===== src/design/pfva_pkg.sv =====
// pfva_pkg: shared types, constants and saturating helpers for the pair force
// and virial accumulator; used by pfva_ctrl, pfva_dp and the top level
// no dependencies
package pfva_pkg;

  // atom store depth and address width
  localparam int AtomCount = 4096;
  localparam int AtomAw    = $clog2(AtomCount);

  // fixed field widths
  localparam int IdxW   = 12;
  localparam int RacW   = 13;
  localparam int PosW   = 32;
  localparam int ForceW = 48;
  localparam int EnW    = 32;
  localparam int VirW   = 64;

  typedef enum logic [2:0] {
    OP_CLEAR = 3'd0,
    OP_LOAD  = 3'd1,
    OP_BEGIN = 3'd2,
    OP_PAIR  = 3'd3,
    OP_READ  = 3'd4
  } op_e;

  typedef enum logic [1:0] {
    STAT_OK    = 2'd0,
    STAT_RANGE = 2'd1,
    STAT_NOMAP = 2'd2
  } status_e;

  typedef enum logic [2:0] {
    S_INIT,
    S_IDLE,
    S_DECODE,
    S_CLR,
    S_PRDC,
    S_PDIFF,
    S_PMUL,
    S_DONE
  } ctrl_state_e;

  // which address the position and force memories read
  typedef enum logic [1:0] {
    RD_ITEM,
    RD_CENTER,
    RD_TARGET
  } rd_sel_e;

  typedef struct packed {
    logic              latch;
    logic              clr_sums;
    logic              sweep_we;
    logic [AtomAw-1:0] sweep_addr;
    logic              rd_en;
    rd_sel_e           rd_sel;
    logic              load_we;
    logic              begin_we;
    logic              center_we;
    logic              diff_en;
    logic              neigh_we;
    logic              mul_en;
    logic [2:0]        mul_sel;
    logic              acc_en;
    logic [2:0]        acc_sel;
    logic              finish;
  } cmd_t;

  typedef struct packed {
    op_e  op;
    logic out_busy;
  } stat_t;

  // clamp a 49-bit sum to the signed 48-bit range
  function automatic logic signed [ForceW-1:0] sat48(input logic signed [ForceW:0] s);
    logic signed [ForceW-1:0] r;
    r = s[ForceW-1:0];
    if (s[ForceW] != s[ForceW-1]) begin
      r = s[ForceW] ? {1'b1, {(ForceW-1){1'b0}}} : {1'b0, {(ForceW-1){1'b1}}};
    end
    return r;
  endfunction

  // clamp a 65-bit sum to the signed 64-bit range
  function automatic logic signed [VirW-1:0] sat64(input logic signed [VirW:0] s);
    logic signed [VirW-1:0] r;
    r = s[VirW-1:0];
    if (s[VirW] != s[VirW-1]) begin
      r = s[VirW] ? {1'b1, {(VirW-1){1'b0}}} : {1'b0, {(VirW-1){1'b1}}};
    end
    return r;
  endfunction

endpackage


===== src/design/pfva_ctrl.sv =====
// pfva_ctrl: sequencer for the accumulator, one operation at a time
// depends on pfva_pkg; drives pfva_dp through cmd_t, reads stat_t
module pfva_ctrl
  import pfva_pkg::*;
(
  input  logic  clk_i,
  input  logic  rst_ni,
  input  logic  s_valid_i,
  output logic  s_ready_o,
  input  stat_t stat_i,
  output cmd_t  cmd_o
);

  ctrl_state_e       state_q, state_d;
  logic [AtomAw-1:0] sweep_q, sweep_d;
  logic [2:0]        mul_cnt_q, mul_cnt_d;
  logic              sweep_last;

  assign sweep_last = (sweep_q == AtomAw'(AtomCount - 1));
  assign s_ready_o  = (state_q == S_IDLE) && !stat_i.out_busy;

  // state and counters
  always_ff @(posedge clk_i or negedge rst_ni) begin
    if (!rst_ni) begin
      state_q   <= S_INIT;
      sweep_q   <= '0;
      mul_cnt_q <= '0;
    end else begin
      state_q   <= state_d;
      sweep_q   <= sweep_d;
      mul_cnt_q <= mul_cnt_d;
    end
  end

  // next state and commands
  always_comb begin
    state_d    = state_q;
    sweep_d    = sweep_q;
    mul_cnt_d  = mul_cnt_q;
    cmd_o      = '0;
    cmd_o.rd_sel     = RD_ITEM;
    cmd_o.sweep_addr = sweep_q;
    cmd_o.mul_sel    = mul_cnt_q;
    cmd_o.acc_sel    = mul_cnt_q - 3'd1;
    unique case (state_q)
      S_INIT, S_CLR: begin
        cmd_o.sweep_we = 1'b1;
        sweep_d = sweep_last ? '0 : sweep_q + AtomAw'(1);
        if (sweep_last) begin
          state_d = (state_q == S_INIT) ? S_IDLE : S_DONE;
        end
      end
      S_IDLE: begin
        if (s_valid_i && s_ready_o) begin
          cmd_o.latch = 1'b1;
          state_d = S_DECODE;
        end
      end
      S_DECODE: begin
        unique case (stat_i.op)
          OP_CLEAR: begin
            cmd_o.clr_sums = 1'b1;
            state_d = S_CLR;
          end
          OP_LOAD: begin
            cmd_o.load_we = 1'b1;
            state_d = S_DONE;
          end
          OP_BEGIN: begin
            cmd_o.begin_we = 1'b1;
            state_d = S_DONE;
          end
          OP_PAIR: begin
            // neighbor position and center force
            cmd_o.rd_en = 1'b1;
            state_d = S_PRDC;
          end
          OP_READ: begin
            cmd_o.rd_en = 1'b1;
            state_d = S_DONE;
          end
          default: state_d = S_DONE;
        endcase
      end
      S_PRDC: begin
        cmd_o.rd_en = 1'b1;
        cmd_o.rd_sel = RD_CENTER;
        cmd_o.center_we = 1'b1;
        state_d = S_PDIFF;
      end
      S_PDIFF: begin
        cmd_o.rd_en = 1'b1;
        cmd_o.rd_sel = RD_TARGET;
        cmd_o.diff_en = 1'b1;
        mul_cnt_d = '0;
        state_d = S_PMUL;
      end
      S_PMUL: begin
        // one product per cycle, accumulated the cycle after
        cmd_o.neigh_we = (mul_cnt_q == 3'd0);
        cmd_o.mul_en = (mul_cnt_q != 3'd6);
        cmd_o.acc_en = (mul_cnt_q != 3'd0);
        mul_cnt_d = mul_cnt_q + 3'd1;
        if (mul_cnt_q == 3'd6) begin
          state_d = S_DONE;
        end
      end
      S_DONE: begin
        cmd_o.finish = 1'b1;
        state_d = S_IDLE;
      end
      default: state_d = S_IDLE;
    endcase
  end

`ifndef SYNTH
  a_finish_to_idle: assert property (@(posedge clk_i) disable iff (!rst_ni)
    cmd_o.finish |=> state_q == S_IDLE)
    else $error("finish not followed by idle");
  a_force_port: assert property (@(posedge clk_i) disable iff (!rst_ni)
    $onehot0({cmd_o.sweep_we, cmd_o.center_we, cmd_o.neigh_we}))
    else $error("force memory write conflict");
  a_slot_free: assert property (@(posedge clk_i) disable iff (!rst_ni)
    cmd_o.finish |-> !stat_i.out_busy)
    else $error("result register still occupied");
`endif

endmodule


===== config.mk =====
export PLATFORM = sky130hd
export DESIGN_NAME = pfva_ctrl
export DESIGN_NICKNAME = d
export VERILOG_FILES = /design/src/design/pfva_pkg.sv /design/src/design/pfva_ctrl.sv
export SDC_FILE = /design/constraint.sdc
export NUM_CORES = 1
export LEC_CHECK = 0
export ABC_AREA = 1
export ABC_CLOCK_PERIOD_IN_PS = 1900
export BUFFER_PORTS_ARGS = -buffer_cell sky130_fd_sc_hd__buf_2
export CAP_MARGIN = 15
export CELL_PAD_IN_SITES_DETAIL_PLACEMENT = 0
export CELL_PAD_IN_SITES_GLOBAL_PLACEMENT = 2
export CORE_ASPECT_RATIO = 1.5
export CORE_MARGIN = 5
export CORE_UTILIZATION = 27
export CTS_BUF_LIST = sky130_fd_sc_hd__clkbuf_16
export CTS_CLUSTER_DIAMETER = 150
export DETAILED_ROUTE_END_ITERATION = 10
export GPL_ROUTABILITY_DRIVEN = 0
export PLACE_DENSITY_LB_ADDON = 0.12
export REMOVE_ABC_BUFFERS = 1
export SLEW_MARGIN = 20
export SYNTH_ARGS = -nofsm -noshare
export SYNTH_HDL_FRONTEND = slang
export SYNTH_SLANG_ARGS = --single-unit
export TNS_END_PERCENT = 5

===== constraint.sdc =====
create_clock -name clk_i -period 1.9 [get_ports clk_i]
set_input_delay 0.19 -clock clk_i [delete_from_list [all_inputs] [get_ports clk_i]]
set_output_delay 0.19 -clock clk_i [all_outputs]
set_load 0.05 [all_outputs]

# Word-level counts from Yosys, hierarchy flattened
# Index checks and enable logic that the tools add are counted.
# word_totals
regBits	18
in_bits	7
output_inout_bits	33
elab_cells	59
# classes
add_sub_neg	3
n_eq_ne	17
mux	24
n_reduce_logical	12
# op_table
operator	count
one-hot mux 3 bit (7 select lines)	1
equality test 3 bit, second input constant	6
adder 12 x 1 -> 12 bit, second input constant	1
equality test 12 bit, second input constant	1
equality test 3 x 2 -> 1 bit, second input constant	4
two-way mux 1 bit	12
two-way mux 12 bit	1
two-way mux 3 bit	4
one-hot mux 3 bit (2 select lines)	2
zero test 3 bit	3
equality test 3 x 1 -> 1 bit, second input constant	2
OR reduction 2 bit	3
two-way mux 2 bit	2
inequality test 2 bit, second input constant	2
one-hot mux 2 bit (2 select lines)	1
adder 3 x 1 -> 3 bit, second input constant	1
inequality test 3 bit, second input constant	1
AND reduction 3 bit	1
nonzero test 3 bit	1
subtractor 3 x 1 -> 3 bit, second input constant	1
logical AND 1 bit	2
inequality test 2 x 1 -> 1 bit, second input constant	1
one-hot mux 1 bit (2 select lines)	1
nonzero test 2 bit	1
zero test 1 bit	1

# Logic depth before layout (Yosys ltp)
# Gate-level depths: netlist (run 1).
# logic_depth
depth_word	5
mapped_depth	9
ltp_nobuf	9

# Worst setup path before layout (run 1)
# No wires, ideal clock.
# synth_timing
path_type	register to output
startpoint	register state_q[0]
endpoint	output cmd_o[12] (netlist name)
t_arrival_ns	2.289
required_time_ns	1.710
slack_ns	-0.579
stages_incl_launch_ff	7
n_path_buf	1
path_cell_list	dfrtp_1 > buf_6 > inv_2 > nand2_2 > nor2_1 > inv_2 > nor4_1
# synth_rtl
element	line_no	source
start, declared	pfva_ctrl.sv:14	ctrl_state_e state_q, state_d;
start signal, assigned	pfva_ctrl.sv:29	state_q <= state_d;
end, declared	pfva_ctrl.sv:11	output cmd_t cmd_o

==> results of run 1 <==
synthesized netlist by cell type:
cell,number,area (µm²)
a21oi_1,2,10.01
buf_2,1,5.000
buf_4,2,15.01
buf_6,1,11.26
dfrtp_1,18,450.4
ha_1,5,62.56
inv_1,20,75.07
inv_2,6,22.52
nand2_1,53,198.9
nand2_2,3,18.77
nand2_4,2,22.52
nand3_1,18,90.09
nand3_2,1,10.01
nand4_1,3,18.77
nor2_1,21,78.83
nor2_4,1,11.26
nor2_8,1,20.02
nor3_1,2,10.01
nor3b_1,1,7.510
nor4_1,2,12.51
o21ai_0,2,10.01
o21ai_1,2,10.01
o22ai_1,2,12.51
o32ai_1,1,8.760
or2_0,1,6.260
xnor2_1,4,35.03
xor2_1,3,26.28
metrics by stage:
stage | setup WS [ns] | utilization [%] | TNS (ns) | cells
after CTS | 0.04733 | 35.07 | 0 | 282
after global placement | 0.3672 | 33.11 | 0 | 277
after global routing | 0.04292 | 35.23 | 0 | 282
after floorplan | -0.5691 | - | -4.426 | 174
final | 0.1539 | 35.23 | 0 | 282
after detailed placement | 0.3374 | 33.11 | 0 | 277
power by group through the flow:
| stage | registers (µW) | clock network, µW | logic, µW |
|---|---|---|---|
| global placement | 695 | 0 | 1910 |
| global route | 721 | 457 | 2050 |
| finish | 696 | 430 | 1880 |
| detailed placement | 703 | 0 | 1920 |
| floorplan | 960 | 0 | 1200 |
| CTS | 698 | 441 | 1920 |
cell families (layout without fill, tap and decap cells):
logic type,count (synthesis),after routing,synth area share (%)
flops,18,18,35.75
buf+inv,30,70,10.23
xor+xnor,7,7,4.866
compound gates,9,9,4.072
fa+ha+maj,5,5,4.965
simple gates,109,109,40.12
layout make-up:
| class | count | area [µm²] |
|---|---|---|
| fill | 504 | 2942 |
| multi-input combinational | 130 | 683.2 |
| sequential | 18 | 450.4 |
| timing repair buffer | 40 | 210.2 |
| inverter | 26 | 97.59 |
| tap | 64 | 80.08 |
| clock buffer | 3 | 75.07 |
| clock inverter | 1 | 3.754 |
path summary, 6_finish.rpt:
| kind | endpoint | startpoint | cells past startpoint |
|---|---|---|---|
| worst max-delay path | cmd_o[12] | state_q[0] | 6 |
| worst min-delay path | sweep_q[6] | rst_ni | 2 |
| worst max register to register | state_q[0] | sweep_q[0] | 8 |
| max in group asynchronous | mul_cnt_q[0] | rst_ni | 2 |
| min in group clk_i | state_q[2] | s_valid_i | 5 |
| worst min register to register | sweep_q[6] | sweep_q[6] | 1 |
per-layer routing:
layer	track usage (%)	up-vias	wire length, µm
met4	5.709	0	74
met1	11.46	576	1284
met2	22.85	25	1852
met3	1.198	4	116
li1	-	634	-
met5	0	-	0
registers in the layout, indices dropped and copies added, names as in the netlist:
signal     count
mul_cnt_q      3
sweep_q       12
state_q        3
repair_timing:
action / CTS / global route
setup endpoints to repair: 0 / 2
endpoints found under the hold margin: 18 / 0
gates resized for setup: 0 / 5
hold buffers: 1 / 0
==> reports/results.tsv, run 1 <==
metric	value	unit
p_switching	1767	µW
final-setup-viol-count	0	
die_width	65.78	µm
power_leakage	0.0008660	µW
ys_warn_count	0	
drt-initial-drc-count	28	
worst_path_max_delay_cell	dfrtp_1	
startpoint_type	register	
antenna_found_initial	0	
synth_seq_area_share	35.75	%
dieArea	0.006161	mm²
dp_hpwl	2770	µm
max_freq	0.5727	GHz
clk_latency	0.25	ns
timing_worst_setup_path_type	register to output pin	
p_total	3010	µW
io_buffers	39	
dr.pass1.iters	4	
critPathArrivalTime	1.56	ns
p_clk_share	14.3	%
routed_via_density	4.394	
layout.nets	231	
critPathBufInv	3	
design_area	0.001600	mm²
io_pins	40	
grt_usage	11.59	%
hold_viol	0	
cts_max_path_buffers	2	
p_comb_share	62.6	%
netSwitchingFraction	58.70	%
syn_to_final_growth	27.01	%
drc	0	
tritoncts	built	
antennaDiodeCount	0	
period_minus_slack	1.746	ns
final_cell_mix	nand2_1 (53), buf_2 (37), inv_1 (20), nor2_1 (20)	
yosysUniqueCellTypes	27	
totalWireLength	3327	µm
initial_core_util	27.74	%
critPathMaxFanout	8	
cts-htree-levels	1	
rsz0062_at_grt	false	
synth.cell_area	0.001260	mm²
vias	1239	
slowest_delay	0.47	ns
grt_pass1_wl	5437	µm
timing.hold.ws	0.4118	ns
cts_setup_buffers	0	
clk_pin_slew	0.05	ns
grt_pass1_vias	1222	
cts-buffers-inserted	3	
endpoint_kind	output pin	
ant_nets	0	
fin_skew	0.002461	ns
ys_ff_latch	18	
numClockSinks	18	
rows	30	
required	1.71	ns
netlist_instances	178	
critPathMostFrequentCell	inv_2	
final_common_cell	nand2_1	
rrSetupSlack	0.36	ns
layout-drive-gt1-share	26.15	%
hold_path_class	primary input to async pin	
place_area	0.001504	mm²
fp.coreArea	0.004542	mm²
wl_per_cell	11.80	µm
cts_root_buf	clkbuf_16	
status	completed	
grt_max_degree	19	
internal_power	1243	µW
powerDensity	1881	mW/mm²
max-vdd-ir-drop	0.9416	mV
p_seq_share	23.1	%
path_cells	inv_2 -> nand2_2 -> nor2_2 -> inv_2 -> nor4_1 -> buf_4	
tightest_slew	0.4412	ns
syn_area_per_cell	7.078	µm²
maxSlewViolCount	0	
cap_viol_max_count	0	
die_h	93.67	µm
maxSlewHeadroom	70.59	%
cp_top_family	flip-flops	
min_period_over_period	91.90	%
grt_overflow	0	
Note: power is estimated with default switching activity, not from simulation.
==> run 2: changes to the inputs <==
- CORE_MARGIN: 5 -> not set
- RECOVER_POWER: not set -> 100
- SLEW_MARGIN: 20 -> not set
==> run 2 against run 1 <==
  * The run now ends with DRC left
  * Clock skew is 0.0014 ns higher
  * Non-clock buffer count is the same
  * Hold slack improved by 0.0024 ns
  * Sequential share of layout area is 1.1 points higher
  * Cell count fell by 5.7%
  * Register-to-register slack worse by 0.11 ns
  * First-iteration DRC count rose by 57%
  * Maximum frequency decreased by 1.4%
  * Combinational power fell by 4%
  * Critical path type unchanged
==> reports/results.tsv, run 2 (same netlist as run 1, synthesis figures left out) <==
metric	value	unit	change
top_regs	sweep_q: 12 flops, mul_cnt_q: 3 flops, state_q: 3 flops		
hold_path_class	primary input to register		
grt_max_degree	19		unchanged
die_width	57.78	µm	-12%
p_total	2924	µW	-2.9%
routed_via_density	4.575		+4.1%
powerDensity	1898	mW/mm²	+0.91%
design_area	0.001540	mm²	-3.8%
cts_root_buf	clkbuf_16		
preCtsSetupSlack	0.3223	ns	-0.01517 ns
final-setup-viol-count	0		unchanged
largest_reg_flops	12		unchanged
layout-drive-gt1-share	16.51	%	-9.6 points
grt_pass1_wl	5430	µm	-0.13%
required	1.71	ns	about the same
vias	1217		-1.8%
cts-buffers-inserted	3		unchanged
dr.pass1.iters	7		+3
max-vdd-ir-drop	0.8208	mV	-13%
timing_worst_setup_path_type	register to output pin		
tritoncts	built		
tightest_slew	1.037	ns	+0.5963 ns
initial_core_util	27.97	%	+0.23 points
wl_per_cell	12.05	µm	+2.1%
drc	2		+2
period_minus_slack	1.771	ns	+0.02528 ns
die_h	85.67	µm	-8.5%
startpoint_type	register		
r2r_start	sweep_q[0]		
maxSlewHeadroom	30.83	%	-40 points
final_cell_mix	nand2_1 (55), inv_1 (22), nor2_1 (20)		
cts-htree-levels	1		unchanged
dp_cells	261		-5.8%
rsz0062_at_grt	false		
fin_util	34.19	%	-1.0 points
io_pins	40		unchanged
power_leakage	0.0007928	µW	-8.5%
cts_setup_buffers	0		unchanged
hp-start	s_valid_i		
stdcell_count	266		-5.7%
top_register	sweep_q		
place_area	0.001484	mm²	-1.3%
fp.coreArea	0.004504	mm²	-0.83%
startpoint	state_q[0]		
grt_usage	14.14	%	+2.5 points
ant_nets	0		unchanged
slowest_delay	0.47	ns	about the same
grt_pass1_vias	1196		-2.1%
r2r_cells	8		unchanged
max_freq	0.5645	GHz	-1.4%
min_path_cells	5		
endpoint_kind	output pin		
worst_slack	0.1286	ns	-0.02528 ns
critPathArrivalTime	1.58	ns	+0.02 ns
min_period_over_period	93.23	%	+1.3 points
dp_hpwl	2590	µm	-6.5%
grt_overflow	0		unchanged
hold_viol	0		unchanged
critPathMostFrequentCell	inv_2		
cts_max_path_buffers	2		unchanged
layout.nets	231		unchanged
io_buffers	39		unchanged
antenna_found_initial	0		unchanged
path_cells	inv_2 -> nand2_2 -> nor2_2 -> inv_2 -> nor4_1 -> clkbuf_2		
maxSlewViolCount	0		unchanged
totalWireLength	3204	µm	-3.7%
clk_latency	0.25	ns	about the same
syn_to_final_growth	22.24	%	
fin_skew	0.003847	ns	+0.001386 ns
failed_checks	DRC		
clk_pin_slew	0.06	ns	about the same
final_common_cell	nand2_1		
critPathMaxFanout	8		unchanged
cap_viol_max_count	0		unchanged
antennaDiodeCount	0		unchanged
drt-initial-drc-count	44		+57%
dieArea	0.004949	mm²	-20%
rows	30		unchanged
worst_path_max_delay_cell	dfrtp_1		
numClockSinks	18		unchanged
status	finished, violations left		
run 2: cell types whose count changed in the layout (fill, tap and decap cells not counted), sizes merged:
cell and delta:
buf -33, clkbuf +33
run 2: worst max-delay path: cells and delay by family, from the launching register on:
kind | cells | cell delay [ns]
buffers and inverters | 3 | 0.51
flip-flops | 1 | 0.47
AND/OR/NAND/NOR | 3 | 0.36
run 2: what timing repair did:
action | CTS | global route
endpoints found under the setup margin | 0 | 2
endpoints found under the hold margin | 18 | 0
hold buffers | 1 | 0
gates resized for setup | 0 | 4
run 2: final cells by class:
cell class | instances | area [µm²]
repair buffers | 40 | 183.9
clock inverters | 1 | 3.754
fillers | 527 | 2964
flip-flops and latches | 18 | 450.4
inverters | 26 | 97.59
well taps | 48 | 60.06
clock buffers | 3 | 75.07
multi-input cells | 130 | 669.4
run 2: where the power goes:
group / internal (µW) / leakage [µW] / switching [µW]
Combinational: 399 / 0.000519 / 1400
Clock: 280 / 0.0000385 / 146
Sequential: 507 / 0.000236 / 193
run 2: final timing paths:
| path | endpoint | slack [ns] |
|---|---|---|
| worst max-delay path | cmd_o[12] | 0.13 |
| worst min-delay path | state_q[2] | 0.41 |
| worst max register to register | sweep_q[11] | 0.25 |
| worst min register to register | sweep_q[6] | 0.54 |
| max in group asynchronous | sweep_q[3] | 0.62 |
| min in group asynchronous | sweep_q[2] | 0.65 |
run 2: per-layer routing:
metal / wire, µm / GRT usage (%)
met5: 0 / 0
met2: 1764 / 26.96
met3: 134 / 1.659
met4: 35 / 5.195
met1: 1270 / 15.59
run 2: through the flow:
step	setup TNS [ns]	hold WS [ns]
after floorplan	-4.426	-0.1056
after global placement	0	0.1593
after detailed placement	0	0.1642
after CTS	0	0.4244
after global routing	0	0.4681
final	0	0.4142
